===== src/sv/mfpc_pkg.sv =====
// shared types and constants for the multichannel flow pulse counter
// used by mfpc_div, mfpc_counts and multichannel_flow_pulse_counter
`default_nettype none

package mfpc_pkg;

	localparam int LEVEL_BITS = 8;   // sensor pins in a sample transaction
	localparam int CFG_BITS   = 8;   // width of every configuration register
	localparam int PPML_BITS  = 8;   // pulses-per-millilitre register width
	localparam int ML_BITS    = 16;  // millilitres result width
	localparam int CH_BITS    = 3;   // channel field width

	localparam logic [ML_BITS-1:0]   ML_MAX     = 16'hFFFF;
	localparam logic [PPML_BITS-1:0] PPML_RESET = 8'd18;

	localparam logic OP_SAMPLE = 1'b0;
	localparam logic OP_READ   = 1'b1;

	localparam logic REG_ENABLE_MASK = 1'b0;
	localparam logic REG_PPML        = 1'b1;

	typedef enum logic [2:0] {
		ST_IDLE,
		ST_DIV,
		ST_MUL,
		ST_DRAIN,
		ST_DONE
	} state_t;

	// control from the sequencer to the count bank
	typedef struct packed {
		logic clear;
		logic sample;
		logic write;
	} cnt_ctrl_t;

endpackage

`default_nettype wire


===== src/sv/mfpc_div.sv =====
// iterative restoring divider, one quotient bit per cycle
// divides a count by the 8-bit pulses-per-millilitre value; uses mfpc_pkg
`default_nettype none

module mfpc_div #(
	parameter int COUNT_BITS = 16
) (
	input  wire logic                             clk,
	input  wire logic                             arst_n,
	input  wire logic                             start,
	input  wire logic [COUNT_BITS-1:0]            dividend,
	input  wire logic [mfpc_pkg::PPML_BITS-1:0]   divisor,
	output logic                                  done,
	output logic [COUNT_BITS-1:0]                 quotient,
	output logic [mfpc_pkg::PPML_BITS-1:0]        remainder
);

	localparam int STEP_W = (COUNT_BITS > 1) ? $clog2(COUNT_BITS) : 1;

	logic                              busy_q;
	logic                              done_q;
	logic [STEP_W-1:0]                 step_q;
	logic [COUNT_BITS-1:0]             quo_q;
	logic [mfpc_pkg::PPML_BITS-1:0]    rem_q;
	logic [mfpc_pkg::PPML_BITS:0]      trial;
	logic [mfpc_pkg::PPML_BITS:0]      diff;
	logic                              fits;

	// shift the next dividend bit into the partial remainder and try a subtract
	assign trial = {rem_q, quo_q[COUNT_BITS-1]};
	assign diff  = trial - {1'b0, divisor};
	assign fits  = (trial >= {1'b0, divisor});

	always_ff @(posedge clk or negedge arst_n) begin
		if (!arst_n) begin
			busy_q <= 1'b0;
			done_q <= 1'b0;
			step_q <= '0;
		end else begin
			done_q <= 1'b0;
			if (start) begin
				busy_q <= 1'b1;
				step_q <= STEP_W'(COUNT_BITS - 1);
			end else if (busy_q) begin
				if (step_q == '0) begin
					busy_q <= 1'b0;
					done_q <= 1'b1;
				end else begin
					step_q <= step_q - 1'b1;
				end
			end
		end
	end

	always_ff @(posedge clk) begin
		if (start) begin
			quo_q <= dividend;
			rem_q <= '0;
		end else if (busy_q) begin
			quo_q <= {quo_q[COUNT_BITS-2:0], fits};
			rem_q <= fits ? diff[mfpc_pkg::PPML_BITS-1:0] : trial[mfpc_pkg::PPML_BITS-1:0];
		end
	end

	assign done      = done_q;
	assign quotient  = quo_q;
	assign remainder = rem_q;

endmodule

`default_nettype wire


===== src/sv/mfpc_counts.sv =====
// per-channel pulse counters with falling-edge detection on the sampled pins
// one read port and one write port; uses mfpc_pkg
`default_nettype none

module mfpc_counts #(
	parameter int CHANNELS   = 8,
	parameter int COUNT_BITS = 16,
	parameter int CH_IDX_W   = 3
) (
	input  wire logic                              clk,
	input  wire logic                              arst_n,
	input  wire mfpc_pkg::cnt_ctrl_t               ctrl,
	input  wire logic [mfpc_pkg::LEVEL_BITS-1:0]   pin_levels,
	input  wire logic [mfpc_pkg::CFG_BITS-1:0]     enable_mask,
	input  wire logic [CH_IDX_W-1:0]               wr_idx,
	input  wire logic [COUNT_BITS-1:0]             wr_data,
	input  wire logic [CH_IDX_W-1:0]               rd_idx,
	output logic [COUNT_BITS-1:0]                  rd_data
);

	logic [COUNT_BITS-1:0]             counts_q [CHANNELS];
	logic [mfpc_pkg::LEVEL_BITS-1:0]   last_levels_q;
	logic [31:0]                       fall_wide;

	// channels above the pin count have no pin and never count
	assign fall_wide = 32'(last_levels_q & ~pin_levels & enable_mask);

	always_ff @(posedge clk or negedge arst_n) begin
		if (!arst_n) begin
			last_levels_q <= '0;
		end else if (ctrl.sample) begin
			last_levels_q <= pin_levels;
		end
	end

	always_ff @(posedge clk or negedge arst_n) begin
		if (!arst_n) begin
			for (int i = 0; i < CHANNELS; i++) begin
				counts_q[i] <= '0;
			end
		end else if (ctrl.clear) begin
			for (int i = 0; i < CHANNELS; i++) begin
				counts_q[i] <= '0;
			end
		end else if (ctrl.write) begin
			counts_q[wr_idx] <= wr_data;
		end else if (ctrl.sample) begin
			for (int i = 0; i < CHANNELS; i++) begin
				if (fall_wide[i]) begin
					counts_q[i] <= counts_q[i] + 1'b1;
				end
			end
		end
	end

	assign rd_data = counts_q[rd_idx];

endmodule

`default_nettype wire


===== src/sv/multichannel_flow_pulse_counter.sv =====
// Flow pulse counter for up to CHANNELS sensor channels (pins on channels 0 to 7).
// Input channel (in_valid/in_stall): opcode selects a pin sample or a millilitre read.
// A sample transaction is taken while idle and leaves the block idle: each enabled channel whose pin fell
// since the previous sample counts one pulse; no result is returned.
// A read transaction divides the channel's count by the pulses-per-millilitre value
// in a shared one-bit-per-cycle divider, drains the whole millilitres from the count
// and keeps the remainder. The read passes through the divide, drain and done states
// (with a multiply state before drain when a wide count saturates the result), and
// out_valid rises once the result is loaded. in_stall is high from acceptance
// until the result has been placed in the output register, so the next transaction
// is taken only once the read has finished.
// A read of a channel past CHANNELS or with a zero divisor skips the divider and returns 0.
// Output channel (out_valid/out_stall): millilitres is held in a register while
// out_stall is high; a new sample may be accepted meanwhile, and a finished read
// waits in its last state until the register is free.
// Configuration (cfg_valid/cfg_ready, always ready): index 0 writes enable_mask and
// clears every count, index 1 writes pulses per millilitre. Write only while idle.
// Reset: counts and pin history zero, enable_mask 0, 18 pulses per millilitre, no result.
`default_nettype none

module multichannel_flow_pulse_counter #(
	parameter int CHANNELS   = 8,
	parameter int COUNT_BITS = 16
) (
	input  wire logic                              clk,
	input  wire logic                              arst_n,
	input  wire logic                              in_valid,
	output logic                                   in_stall,
	input  wire logic                              opcode,
	input  wire logic [mfpc_pkg::LEVEL_BITS-1:0]   pin_levels,
	input  wire logic [mfpc_pkg::CH_BITS-1:0]      channel,
	output logic                                   out_valid,
	input  wire logic                              out_stall,
	output logic [mfpc_pkg::ML_BITS-1:0]           millilitres,
	input  wire logic                              cfg_valid,
	output logic                                   cfg_ready,
	input  wire logic                              cfg_index,
	input  wire logic [mfpc_pkg::CFG_BITS-1:0]     cfg_data
);

	localparam int CH_IDX_W = (CHANNELS > 1) ? $clog2(CHANNELS) : 1;
	localparam int PROD_W   = mfpc_pkg::ML_BITS + mfpc_pkg::PPML_BITS;

	mfpc_pkg::state_t                   state_q, state_d;
	mfpc_pkg::cnt_ctrl_t                cnt_ctrl;

	logic [mfpc_pkg::CFG_BITS-1:0]      enable_mask_q;
	logic [mfpc_pkg::PPML_BITS-1:0]     ppml_q;
	logic [CH_IDX_W-1:0]                rd_idx;
	logic [CH_IDX_W-1:0]                ch_idx_q;
	logic [COUNT_BITS-1:0]              rd_data;
	logic [COUNT_BITS-1:0]              cnt_q;
	logic [COUNT_BITS-1:0]              new_count_q;
	logic [mfpc_pkg::ML_BITS-1:0]       ml_q;
	logic [PROD_W-1:0]                  prod_s1;
	logic                               out_valid_q;
	logic [mfpc_pkg::ML_BITS-1:0]       millilitres_q;

	logic                               in_fire;
	logic                               cfg_fire;
	logic                               read_ok;
	logic                               div_start;
	logic                               div_done;
	logic [COUNT_BITS-1:0]              div_quo;
	logic [mfpc_pkg::PPML_BITS-1:0]     div_rem;
	logic [31:0]                        quo_wide;
	logic                               quo_sat;
	logic                               out_load;
	logic                               out_free;

	assign in_stall  = (state_q != mfpc_pkg::ST_IDLE);
	assign cfg_ready = 1'b1;
	assign in_fire   = in_valid && !in_stall;
	assign cfg_fire  = cfg_valid && cfg_ready;

	// channel numbers past the last counter read as zero and change nothing
	assign rd_idx  = CH_IDX_W'(channel);
	assign read_ok = ({29'd0, channel} < 32'(CHANNELS)) && (ppml_q != '0);

	assign quo_wide = 32'(div_quo);
	assign quo_sat  = |quo_wide[31:mfpc_pkg::ML_BITS];
	assign out_free = !out_valid_q || !out_stall;

	// configuration registers
	always_ff @(posedge clk or negedge arst_n) begin
		if (!arst_n) begin
			enable_mask_q <= '0;
			ppml_q        <= mfpc_pkg::PPML_RESET;
		end else if (cfg_fire) begin
			unique case (cfg_index)
				mfpc_pkg::REG_ENABLE_MASK: enable_mask_q <= cfg_data;
				mfpc_pkg::REG_PPML:        ppml_q        <= cfg_data;
				default: ;
			endcase
		end
	end

	// sequencer: next state
	always_comb begin
		state_d = state_q;
		unique case (state_q)
			mfpc_pkg::ST_IDLE: begin
				if (in_fire && opcode == mfpc_pkg::OP_READ) begin
					state_d = read_ok ? mfpc_pkg::ST_DIV : mfpc_pkg::ST_DONE;
				end
			end
			mfpc_pkg::ST_DIV: begin
				if (div_done) begin
					state_d = quo_sat ? mfpc_pkg::ST_MUL : mfpc_pkg::ST_DRAIN;
				end
			end
			mfpc_pkg::ST_MUL:   state_d = mfpc_pkg::ST_DRAIN;
			mfpc_pkg::ST_DRAIN: state_d = mfpc_pkg::ST_DONE;
			mfpc_pkg::ST_DONE: begin
				if (out_free) begin
					state_d = mfpc_pkg::ST_IDLE;
				end
			end
			default: state_d = mfpc_pkg::ST_IDLE;
		endcase
	end

	// sequencer: outputs
	always_comb begin
		div_start      = 1'b0;
		out_load       = 1'b0;
		cnt_ctrl       = '0;
		cnt_ctrl.clear = cfg_fire && (cfg_index == mfpc_pkg::REG_ENABLE_MASK);
		unique case (state_q)
			mfpc_pkg::ST_IDLE: begin
				cnt_ctrl.sample = in_fire && (opcode == mfpc_pkg::OP_SAMPLE);
				div_start       = in_fire && (opcode == mfpc_pkg::OP_READ) && read_ok;
			end
			mfpc_pkg::ST_DRAIN: cnt_ctrl.write = 1'b1;
			mfpc_pkg::ST_DONE:  out_load       = out_free;
			default: ;
		endcase
	end

	always_ff @(posedge clk or negedge arst_n) begin
		if (!arst_n) begin
			state_q <= mfpc_pkg::ST_IDLE;
		end else begin
			state_q <= state_d;
		end
	end

	// read datapath
	always_ff @(posedge clk) begin
		if (in_fire) begin
			ch_idx_q <= rd_idx;
			cnt_q    <= rd_data;
			ml_q     <= '0;
		end
		if (state_q == mfpc_pkg::ST_DIV && div_done) begin
			ml_q        <= quo_wide[mfpc_pkg::ML_BITS-1:0];
			new_count_q <= COUNT_BITS'(div_rem);
			prod_s1     <= mfpc_pkg::ML_MAX * ppml_q;
		end
		// saturated quotient: drain only the largest result's worth of pulses
		if (state_q == mfpc_pkg::ST_MUL) begin
			ml_q        <= mfpc_pkg::ML_MAX;
			new_count_q <= COUNT_BITS'(32'(cnt_q) - 32'(prod_s1));
		end
	end

	// output register
	always_ff @(posedge clk or negedge arst_n) begin
		if (!arst_n) begin
			out_valid_q <= 1'b0;
		end else if (out_load) begin
			out_valid_q <= 1'b1;
		end else if (!out_stall) begin
			out_valid_q <= 1'b0;
		end
	end

	always_ff @(posedge clk) begin
		if (out_load) begin
			millilitres_q <= ml_q;
		end
	end

	assign out_valid   = out_valid_q;
	assign millilitres = millilitres_q;

	mfpc_counts #(
		.CHANNELS   (CHANNELS),
		.COUNT_BITS (COUNT_BITS),
		.CH_IDX_W   (CH_IDX_W)
	) u_counts (
		.clk         (clk),
		.arst_n      (arst_n),
		.ctrl        (cnt_ctrl),
		.pin_levels  (pin_levels),
		.enable_mask (enable_mask_q),
		.wr_idx      (ch_idx_q),
		.wr_data     (new_count_q),
		.rd_idx      (rd_idx),
		.rd_data     (rd_data)
	);

	mfpc_div #(
		.COUNT_BITS (COUNT_BITS)
	) u_div (
		.clk       (clk),
		.arst_n    (arst_n),
		.start     (div_start),
		.dividend  (rd_data),
		.divisor   (ppml_q),
		.done      (div_done),
		.quotient  (div_quo),
		.remainder (div_rem)
	);

`ifndef ASSERT_OFF
	a_div_done_in_div: assert property (@(posedge clk) disable iff (!arst_n)
		div_done |-> state_q == mfpc_pkg::ST_DIV)
		else $error("divider finished outside the divide state");

	a_drain_after_div: assert property (@(posedge clk) disable iff (!arst_n)
		state_q == mfpc_pkg::ST_DRAIN |->
			$past(state_q) == mfpc_pkg::ST_DIV || $past(state_q) == mfpc_pkg::ST_MUL)
		else $error("count drained without a division");

	a_load_frees_input: assert property (@(posedge clk) disable iff (!arst_n)
		out_load |=> out_valid && !in_stall)
		else $error("result load did not release the input side");
`endif

endmodule

`default_nettype wire

===== config.mk =====
export PLATFORM = sky130hd
export DESIGN_NAME = multichannel_flow_pulse_counter
export DESIGN_NICKNAME = d
export VERILOG_FILES = /design/src/sv/mfpc_pkg.sv /design/src/sv/mfpc_div.sv /design/src/sv/mfpc_counts.sv /design/src/sv/multichannel_flow_pulse_counter.sv
export SDC_FILE = /design/constraint.sdc
export NUM_CORES = 1
export LEC_CHECK = 0
export ABC_AREA = 1
export BUFFER_PORTS_ARGS = -buffer_cell sky130_fd_sc_hd__buf_2
export CORE_ASPECT_RATIO = 1.2
export CORE_UTILIZATION = 40
export CTS_BUF_LIST = sky130_fd_sc_hd__clkbuf_2 sky130_fd_sc_hd__clkbuf_4 sky130_fd_sc_hd__clkbuf_8
export CTS_CLUSTER_DIAMETER = 60
export CTS_CLUSTER_SIZE = 16
export DETAILED_ROUTE_END_ITERATION = 8
export PLACE_DENSITY_LB_ADDON = 0.1
export SETUP_SLACK_MARGIN = 0.1
export SLEW_MARGIN = 20
export SYNTH_ARGS = -nofsm -noshare
export SYNTH_HDL_FRONTEND = slang
export SYNTH_HIERARCHICAL = 1
export SYNTH_SLANG_ARGS = --single-unit

===== constraint.sdc =====
create_clock -name clk -period 3.6 [get_ports clk]
set_input_delay 0.54 -clock clk [delete_from_list [all_inputs] [get_ports clk]]
set_output_delay 0.54 -clock clk [all_outputs]
set_load 0.01 [all_outputs]

==> parameters.txt, run 1 <==
Parameter                              Value

Die
  Starting Density ... 40.8%
  Core ar. ... 45200 um^2
  Cell row count ... 85
  I/O pins ... 45
  Height of the die ... approximately 240 um
  Die area ... 47000 um^2
  Chip Width ... 198 um

Synthesis
  Number of flops mapped to enable cells by yosys ... 83
  Most common cell in the synthesized netlist ... sky130_fd_sc_hd__nand2_1
  Leading register cell type out of synthesis ... sky130_fd_sc_hd__dfrtp_1
  Proportion of synthesized chip area in sequential cells ... 38.1%
  Distinct cells, synth ... 48
  Yosys top cell by area ... sky130_fd_sc_hd__dfrtp_1
  Share of async-settable or async-resettable flops after synthesis ... 60.2%
  Post-synthesis instance total ... 2650
  Portion of synthesized cell area occupied by the leading cell type ... 21.7%
  Yosys warning count ... 6
  Syn nets ... 2751
  Average footprint of a synthesized cell ... 6.96 um^2
  Top cells by count, synth ... sky130_fd_sc_hd__nand2_1, sky130_fd_sc_hd__inv_1, sky130_fd_sc_hd__nor2_1, sky130_fd_sc_hd__nand3_1, sky130_fd_sc_hd__o21ai_0
  Main area contributors after synthesis ... sky130_fd_sc_hd__dfrtp_1, sky130_fd_sc_hd__nand2_1, sky130_fd_sc_hd__edfxtp_1
  Synth Cell Area ... 18400 um^2
  Number of storage elements in the synthesis netlist ... 269

Timing
  RSZ-0062 raised after global routing ... true
  Final critical-path share of the clock period ... 102%
  Highest attainable clock frequency ... 272 MHz
  TNS Setup ... -0.135 ns
  Endpoints failing setup ... 3
  Minimum period implied by the final worst setup slack ... 3.67 ns
  Tightest hold margin ... 0.112 ns
  Worst-case headroom to the max-slew limit ... between 30% and 40%
  Hold Violations, Final ... 0
  Fin Clk Skew ... 0.0241 ns
  Setup slack of the critical path after layout ... -0.0712 ns
  Pin slew with the least headroom to its limit ... around 0.99 ns
  Final number of max-transition violations ... 0

Placement
  Detailed placer's ending HPWL ... 43600 um
  Buffers on Ports ... 43
  Placer Congestion ... around 0.92

Detailed routing
  Via count ... 17.6k
  Sum of routed wire length over all layers ... around 60000 um
  Detailed Routing Iterations Pass 1 ... 6
  Drt first-iter violations ... 1222
  Vias/cell ... 5.32
  Remaining DRCs ... 0
  ANT nets after route ... 0
  Average wire length per cell after detail routing ... 18.3 um

Min path
  Hold Path Class ... in2reg

Power
  Power density relative to cell area ... around 710 nW/um^2
  Leakage power figure ... approximately 10 nW
  Maximum vdd ir drop ... about 730 uV

Clock tree
  TritonCTS Buffers ... 31
  # clock sinks ... 269
  Register clock-pin slew on the reported worst setup and hold paths ... 0.10 ns
  Clock tree from TritonCTS ... built
  Maximum level of the CTS H-tree ... 1
  Root cell of the clock tree ... sky130_fd_sc_hd__clkbuf_8
  Clock latency of the later-clocked register in the worst-skew pair ... 0.66 ns
  Max Root-Sink Buffers ... 3

Final layout
  Total Nets Final ... 2774
  Area of the multi-input gates ... 9680 um^2
  Sequential cell area ... 7030 um^2
  Fillers ... 4654
  Layout cell share with drive strength beyond 1 ... 8.42%
  Syn-to-layout area delta ... 9.49%

Critical path
  Critical path endpoint category ... register
  Category of the most critical setup path ... reg2reg
  Critical Path AT ... 4.09 ns
  Sort of element at the start of the critical path ... register
  Required arrival time at the worst endpoint ... around 4 ns
  Top fanout value on the critical path ... 4

Global routing
  Total track usage ... 26.3%
  Number of global-route vias before repair ... 17.1k
  Leftover overflow at the end of global routing ... 0
  Largest net degree at the start of global routing ... 79
  Global-route wire length before repair ... 95200 um
  Antenna violations before repair ... 1

Run status
  Outcome ... finished, violations left
  Violated checks ... negative setup slack

Job
  Maximum capacitance violations ... 0
==> registers in the layout, summed over array words and instances (netlist names) <==
signal                  flops
millilitres                16
ch_idx_q                    3
u_div/done                  1
ml_q                       16
new_count_q                16
enable_mask_q               8
u_div/busy_q                1
u_div/quotient             16
state_q                     3
u_div/step_q                4
prod_s1                    16
u_counts/last_levels_q      8
u_div/remainder             8
cnt_q                      16
out_valid                   1
u_counts/counts_q         128
ppml_q                      8
==> area by class of cell <==
cell class	instances	share of cell area (%)
diodes	1	0.0124
clock buffers	34	2.29
clock inverters	23	1.34
inverters	356	6.63
multi-input cells	1921	47.9
flip-flops and latches	269	34.8
well taps	609	3.77
repair buffers	94	3.27
==> what timing repair did <==
action	in CTS	in global routing
setup buffers	1	0
hold buffers	1	0
setup endpoints to repair	9	9
gates cloned	0	0
endpoints found under the hold margin	74	0
resized for setup	14	11
pin swaps	5	2
==> critical path, stage by stage, from the launching register on <==
cell,delay (ns)
sky130_fd_sc_hd__dfstp_2,0.57
sky130_fd_sc_hd__fa_2,0.47
sky130_fd_sc_hd__inv_2,0.08
sky130_fd_sc_hd__fa_1,0.45
sky130_fd_sc_hd__fa_1,0.52
sky130_fd_sc_hd__inv_2,0.04
sky130_fd_sc_hd__fa_1,0.49
sky130_fd_sc_hd__ha_4,0.34
sky130_fd_sc_hd__nand2_4,0.05
sky130_fd_sc_hd__o21a_1,0.19
sky130_fd_sc_hd__nand2_2,0.07
sky130_fd_sc_hd__nand2_1,0.05
sky130_fd_sc_hd__nand2_1,0.07
sky130_fd_sc_hd__nand2_1,0.05
==> power by group <==
group	switching (W)	internal [W]	leakage (nW)	total, W
combinational	0.00370	0.00287	6.34	0.00657
sequential	0.00100	0.00426	3.07	0.00527
clock	0.00142	0.00110	0.371	0.00253
==> kinds of logic (layout without fill, tap and decap cells) <==
group                      after synthesis  in the layout  synth area share [%]
and+or+nand+nor                       1331           1331                  30.6
buffers and inverters                  460            507                  10.3
DFF                                    269            269                  38.1
AOI/OAI and AO/OA                      490            490                  13.9
adders and majority gates               75             75                  5.94
other                                    1              2                0.0203
xor gates and xnor gates                24             24                  1.14
==> stage by stage <==
step	util [%]	total power (W)	worst slack (ns)	cell area, um^2	instances
4_1_cts	44.6	0.0142	-0.0989	20100	3306
3_3_place_gp	42.8	0.0112	-0.142	19400	3247
6_report	44.7	0.0144	-0.0712	20200	3307
5_1_grt	44.7	0.0157	-0.220	20200	3307
3_5_place_dp	42.8	0.0114	-0.223	19400	3247
2_1_floorplan	-	0.00952	-0.0301	18500	2650
==> per-layer routing <==
metal / up-vias / track usage, % / part of all wire [%]
met5: - / 0 / 0
met4: 0 / 16.6 / 6.8
met3: 168 / 2.75 / 4.7
met2: 513 / 45.1 / 49
met1: 8288 / 31.3 / 40
li1: 8622 / - / -
==> placed cells by master (no fill, tap or decap), types with 33 or more instances in the layout <==
master	instances
sky130_fd_sc_hd__nand2_1	757
sky130_fd_sc_hd__inv_1	339
sky130_fd_sc_hd__nor2_1	234
sky130_fd_sc_hd__nand3_1	232
sky130_fd_sc_hd__o21ai_0	223
sky130_fd_sc_hd__a21oi_1	186
sky130_fd_sc_hd__dfrtp_1	160
sky130_fd_sc_hd__edfxtp_1	83
sky130_fd_sc_hd__ha_1	49
sky130_fd_sc_hd__buf_4	45
sky130_fd_sc_hd__nand4_1	44
sky130_fd_sc_hd__buf_2	42
sky130_fd_sc_hd__clkbuf_8	33
==> worst paths after layout <==
| check | depth (start not counted) | slack [ns] | end | start |
|---|---|---|---|---|
| max in group asynchronous | 3 | 2.27 | u_div/step_q[0]$_DFFE_PN0P_ | arst_n |
| worst max register to register | 13 | -0.07 | prod_s1[14]$_DFFE_PP_ | ppml_q[4]$_DFFE_PN1P_ |
| min in group asynchronous | 2 | 0.46 | u_counts/counts_q[43]$_DFFE_PN0P_ | arst_n |
| worst min-delay path | 3 | 0.11 | out_valid$_DFFE_PN0P_ | out_stall |
| worst min register to register | 0 | 0.44 | millilitres[1]$_DFFE_PP_ | ml_q[1]$_SDFFE_PP1P_ |
| worst max-delay path | 13 | -0.07 | prod_s1[14]$_DFFE_PP_ | ppml_q[4]$_DFFE_PN1P_ |
Power figures use the tool's default switching activity.
==> inputs of run 2 (changes only) <==
- ABC_AREA: 1 -> default
==> parameters.txt, run 2 <==
Parameter                              Value

Run status
  Outcome ... finished, violations left (unchanged)
  Violated checks ... negative setup slack (unchanged)

Critical path
  Critical path capture point ... prod_s1[15]$_DFFE_PP_ (was prod_s1[14]$_DFFE_PP_)
  Worst setup startpoint ... ppml_q[4]$_DFFE_PN1P_ (unchanged)
  Required arrival time at the worst endpoint ... 4.01 ns (was 4.02 ns)
  CP top delay family ... adder cells (unchanged)
  Critical Path AT ... 4.06 ns (was 4.09 ns)
  Reg2reg setup slack ... -0.06 ns (was -0.07 ns)
  Number of buffer and inverter instances along the worst setup path ... 2 (unchanged)
  Category of the most critical setup path ... reg2reg (unchanged)
  Most repeated library cell on the critical path ... sky130_fd_sc_hd__fa_1
  Sort of element at the start of the critical path ... register (unchanged)
  Levels on crit path ... 11 (was 13)
  Highest cell delay on the worst timing path ... 0.55 ns (was 0.57 ns)
  Cell with the largest stage delay on the worst path ... sky130_fd_sc_hd__dfstp_2 (unchanged)
  Destination of the worst register-to-register timing path ... prod_s1[15]$_DFFE_PP_ (was prod_s1[14]$_DFFE_PP_)
  Depth of the most critical reg-to-reg path ... 11 (was 13)
  Top fanout value on the critical path ... 4 (unchanged)
  Critical path endpoint category ... register (unchanged)
  R2r startpoint ... ppml_q[4]$_DFFE_PN1P_ (unchanged)
  Critical Path, Cell by Cell ... fa_2, inv_2, fa_1, fa_1, inv_1, fa_1, ha_4, o21ai_2, a21oi_2, o21ai_2, a21o_1 (was fa_2, inv_2, fa_1, fa_1, inv_2, fa_1, ha_4, nand2_4, o21a_1, nand2_2, nand2_1, nand2_1, nand2_1)

Placement
  Placer Congestion ... 0.886 (was 0.920)
  Detailed placer's ending HPWL ... 41300 um (was 43600 um)
  Total placed instance area ... 18400 um^2 (was 19400 um^2)
  Worst setup slack after placement ... -0.0811 ns (was -0.223 ns)
  Buffers on Ports ... 43 (unchanged)

Global routing
  Total track usage ... 26.0% (was 26.3%)
  Leftover overflow at the end of global routing ... 0 (unchanged)
  Global-route wire length before repair ... 86700 um (was 95200 um)
  Antenna violations before repair ... 2 (was 1)
  Number of global-route vias before repair ... 13.8k (was 17.1k)
  Largest net degree at the start of global routing ... 63 (was 79)

Timing
  Tightest hold margin ... 0.125 ns (was 0.112 ns)
  Minimum period implied by the final worst setup slack ... 3.66 ns (was 3.67 ns)
  Hold Violations, Final ... 0 (unchanged)
  Pin slew with the least headroom to its limit ... 0.912 ns (was 0.993 ns)
  Endpoints failing setup ... 6 (was 3)
  Final critical-path share of the clock period ... 102% (about the same)
  Final number of max-transition violations ... 0 (unchanged)
  Worst-case headroom to the max-slew limit ... 39.1% (was 33.1%)
  Setup slack of the critical path after layout ... -0.0568 ns (was -0.0712 ns)
  RSZ-0062 raised after global routing ... true (unchanged)
  Highest attainable clock frequency ... 273 MHz (was 272 MHz)
  Fin Clk Skew ... 0.0330 ns (was 0.0241 ns)

Detailed routing
  Vias/cell ... 6.04 (was 5.32)
  Drt first-iter violations ... 1272 (was 1222)
  Average wire length per cell after detail routing ... 24.3 um (was 18.3 um)
  Detailed Routing Iterations Pass 1 ... 5 (was 6)
  Sum of routed wire length over all layers ... 57100 um (was 60600 um)
  Remaining DRCs ... 0 (unchanged)
  Via count ... 14.2k (was 17.6k)
  ANT nets after route ... 0 (unchanged)

Final layout
  Most common cell after layout, fill and taps aside ... sky130_fd_sc_hd__dfrtp_1 (was sky130_fd_sc_hd__nand2_1)
  Final Cell Area ... 19200 um^2 (was 20200 um^2)
  Leading cell types in the layout, fill and taps excluded ... sky130_fd_sc_hd__dfrtp_1, sky130_fd_sc_hd__nand2_1, sky130_fd_sc_hd__nor2_1, sky130_fd_sc_hd__inv_1, sky130_fd_sc_hd__a21oi_1 (was sky130_fd_sc_hd__nand2_1, sky130_fd_sc_hd__inv_1, sky130_fd_sc_hd__nor2_1, sky130_fd_sc_hd__nand3_1, sky130_fd_sc_hd__o21ai_0)
  Syn-to-layout area delta ... 10.2% (was 9.49%)
  Max FFs per register ... 128 (unchanged)
  Register name with the most flops ... u_counts/counts_q (unchanged)
  Total Nets Final ... 1869 (was 2774)
  Fillers ... 4120 (was 4654)
  Layout cell share with drive strength beyond 1 ... 18.5% (was 8.42%)
  Final cell utilization of the core ... 44.8% (was 44.7%)

Synthesis
  Average footprint of a synthesized cell ... 10.1 um^2 (was 6.96 um^2)
  Portion of synthesized cell area occupied by the leading cell type ... 23.0% (was 21.7%)
  Syn nets ... 1830 (was 2751)
  Share of async-settable or async-resettable flops after synthesis ... 60.2% (unchanged)
  Proportion of synthesized chip area in sequential cells ... 40.4% (was 38.1%)
  Number of flops mapped to enable cells by yosys ... 83 (unchanged)
  Yosys top cell by area ... sky130_fd_sc_hd__dfrtp_1 (unchanged)
  Top cells by count, synth ... sky130_fd_sc_hd__dfrtp_1, sky130_fd_sc_hd__nand2_1, sky130_fd_sc_hd__nor2_1, sky130_fd_sc_hd__inv_1, sky130_fd_sc_hd__a21oi_1 (was sky130_fd_sc_hd__nand2_1, sky130_fd_sc_hd__inv_1, sky130_fd_sc_hd__nor2_1, sky130_fd_sc_hd__nand3_1, sky130_fd_sc_hd__o21ai_0)
  Most common cell in the synthesized netlist ... sky130_fd_sc_hd__dfrtp_1 (was sky130_fd_sc_hd__nand2_1)
  Leading register cell type out of synthesis ... sky130_fd_sc_hd__dfrtp_1 (unchanged)
  Synth Cell Area ... 17400 um^2 (was 18400 um^2)
  Distinct cells, synth ... 109 (was 48)
  Number of storage elements in the synthesis netlist ... 269 (unchanged)
  Yosys warning count ... 6 (unchanged)
  Post-synthesis instance total ... 1729 (was 2650)
  Main area contributors after synthesis ... sky130_fd_sc_hd__dfrtp_1, sky130_fd_sc_hd__edfxtp_1, sky130_fd_sc_hd__mux2_2 (was sky130_fd_sc_hd__dfrtp_1, sky130_fd_sc_hd__nand2_1, sky130_fd_sc_hd__edfxtp_1)

Job
  Maximum capacitance violations ... 0 (unchanged)

Die
  Core ar. ... 42800 um^2 (was 45200 um^2)
  Die area ... 44300 um^2 (was 47000 um^2)
  Cell row count ... 83 (was 85)
  Starting Density ... 40.6% (was 40.8%)
  Chip Width ... 192 um (was 198 um)
  I/O pins ... 45 (unchanged)
  Height of the die ... 230 um (was 237 um)

Clock tree
  Maximum level of the CTS H-tree ... 1 (unchanged)
  Clock latency of the later-clocked register in the worst-skew pair ... 0.67 ns (was 0.66 ns)
  Max Root-Sink Buffers ... 3 (unchanged)
  TritonCTS Buffers ... 31 (unchanged)
  Clock tree from TritonCTS ... built (unchanged)
  Root cell of the clock tree ... sky130_fd_sc_hd__clkbuf_8 (unchanged)
  # clock sinks ... 269 (unchanged)
  Register clock-pin slew on the reported worst setup and hold paths ... 0.09 ns (was 0.10 ns)

Min path
  Hold Path Class ... in2reg (unchanged)

Power
  Leakage power figure ... 7.67 nW (was 9.78 nW)
  Power density relative to cell area ... 791 nW/um^2 (was 711 nW/um^2)
  Maximum vdd ir drop ... 1090 uV (was 726 uV)
-- run 2: cell count changes in the layout (fill, tap and decap cells not counted), moves of 27 or more --
| cell | previous run | this run |
|---|---|---|
| sky130_fd_sc_hd__mux4_2 | 0 | 32 |
| sky130_fd_sc_hd__o21ai_0 | 223 | 71 |
| sky130_fd_sc_hd__nand3_1 | 232 | 73 |
| sky130_fd_sc_hd__nor2_1 | 234 | 125 |
| sky130_fd_sc_hd__mux2_2 | 0 | 65 |
| sky130_fd_sc_hd__a211oi_1 | 0 | 33 |
| sky130_fd_sc_hd__inv_1 | 339 | 94 |
| sky130_fd_sc_hd__nand2_1 | 757 | 158 |
| sky130_fd_sc_hd__nor3_1 | 11 | 38 |
| sky130_fd_sc_hd__a21oi_1 | 186 | 92 |
| sky130_fd_sc_hd__mux2i_1 | 0 | 57 |
-- run 2: stage by stage --
stage / setup TNS (ns) / std cells / power, W
global route: -1.12 / 2346 / 0.0163
CTS: -0.321 / 2344 / 0.0152
global placement: -0.184 / 2284 / 0.0124
detailed placement: -0.305 / 2284 / 0.0125
finish: -0.233 / 2347 / 0.0152
floorplan: 0 / 1729 / 0.0105
-- run 2: what timing repair did --
item,4_1_cts,5_1_grt
setup endpoints to repair,7,9
hold buffers,1,0
cloned,0,0
hold endpoints to repair,60,0
resized for setup,2,1
pin swaps,1,6
setup buffers,1,1
-- run 2: cell families (layout without fill, tap and decap cells) --
logic type	count (synthesis)	after routing	share of synthesized area, %
AOI/OAI and AO/OA	390	390	15.8
xor gates and xnor gates	62	62	3.12
adders and majority gates	75	75	6.30
buffers and inverters	200	264	4.91
DFF	269	269	40.4
muxes	156	156	11.8
other	1	3	0.0216
and+or+nand+nor	576	576	17.6
-- run 2: worst min path at each step --
stage | slack, ns | from | cells after the start | end
after floorplan | 0.24 | arst_n | 0 | enable_mask_q[0]$_DFFE_PN0P_
after global placement | 0.42 | ml_q[12]$_SDFFE_PP1P_ | 0 | millilitres[12]$_DFFE_PP_
after detailed placement | 0.42 | ml_q[7]$_SDFFE_PP1P_ | 0 | millilitres[7]$_DFFE_PP_
after CTS | 0.08 | out_stall | 3 | out_valid$_DFFE_PN0P_
after global routing | 0.11 | out_stall | 3 | out_valid$_DFFE_PN0P_
final | 0.13 | pin_levels[4] | 2 | u_counts/last_levels_q[4]$_DFFE_PN0P_
-- run 2: final cells by class --
| cell class | instances | area [um^2] | share of cell area (%) |
|---|---|---|---|
| Antenna cell | 2 | 5.00 | 0.0261 |
| Sequential cell | 269 | 7030 | 36.7 |
| Clock buffer | 39 | 505 | 2.64 |
| Multi-Input combinational cell | 1260 | 9570 | 49.9 |
| Tap cell | 552 | 691 | 3.60 |
| Clock inverter | 19 | 219 | 1.14 |
| Timing Repair Buffer | 108 | 774 | 4.04 |
| Inverter | 98 | 368 | 1.92 |
-- run 2: layer usage --
metal | wire length (um) | track usage (%) | up-vias | share of wire, %
li1 | - | - | 6530 | -
met1 | 23900 | 34.4 | 7030 | 42
met2 | 27400 | 43.0 | 487 | 48
met3 | 3410 | 3.19 | 120 | 6.0
met4 | 2370 | 10.7 | 2 | 4.2
met5 | 15 | 0 | - | 0.026
-- run 2: worst register-to-register path, cell delays in order (launching register included) --
cell                      delay (ns)
sky130_fd_sc_hd__dfstp_2        0.55
sky130_fd_sc_hd__fa_2           0.47
sky130_fd_sc_hd__inv_2          0.08
sky130_fd_sc_hd__fa_1           0.45
sky130_fd_sc_hd__fa_1           0.49
sky130_fd_sc_hd__inv_1          0.05
sky130_fd_sc_hd__fa_1           0.50
sky130_fd_sc_hd__ha_4           0.31
sky130_fd_sc_hd__o21ai_2        0.05
sky130_fd_sc_hd__a21oi_2        0.20
sky130_fd_sc_hd__o21ai_2        0.09
sky130_fd_sc_hd__a21o_1         0.18
-- run 2: where the power goes --
group,switching [W],internal [W]
combinational,0.00372,0.00359
clock,0.00136,0.00113
sequential,0.00103,0.00432
total,0.00611,0.00905
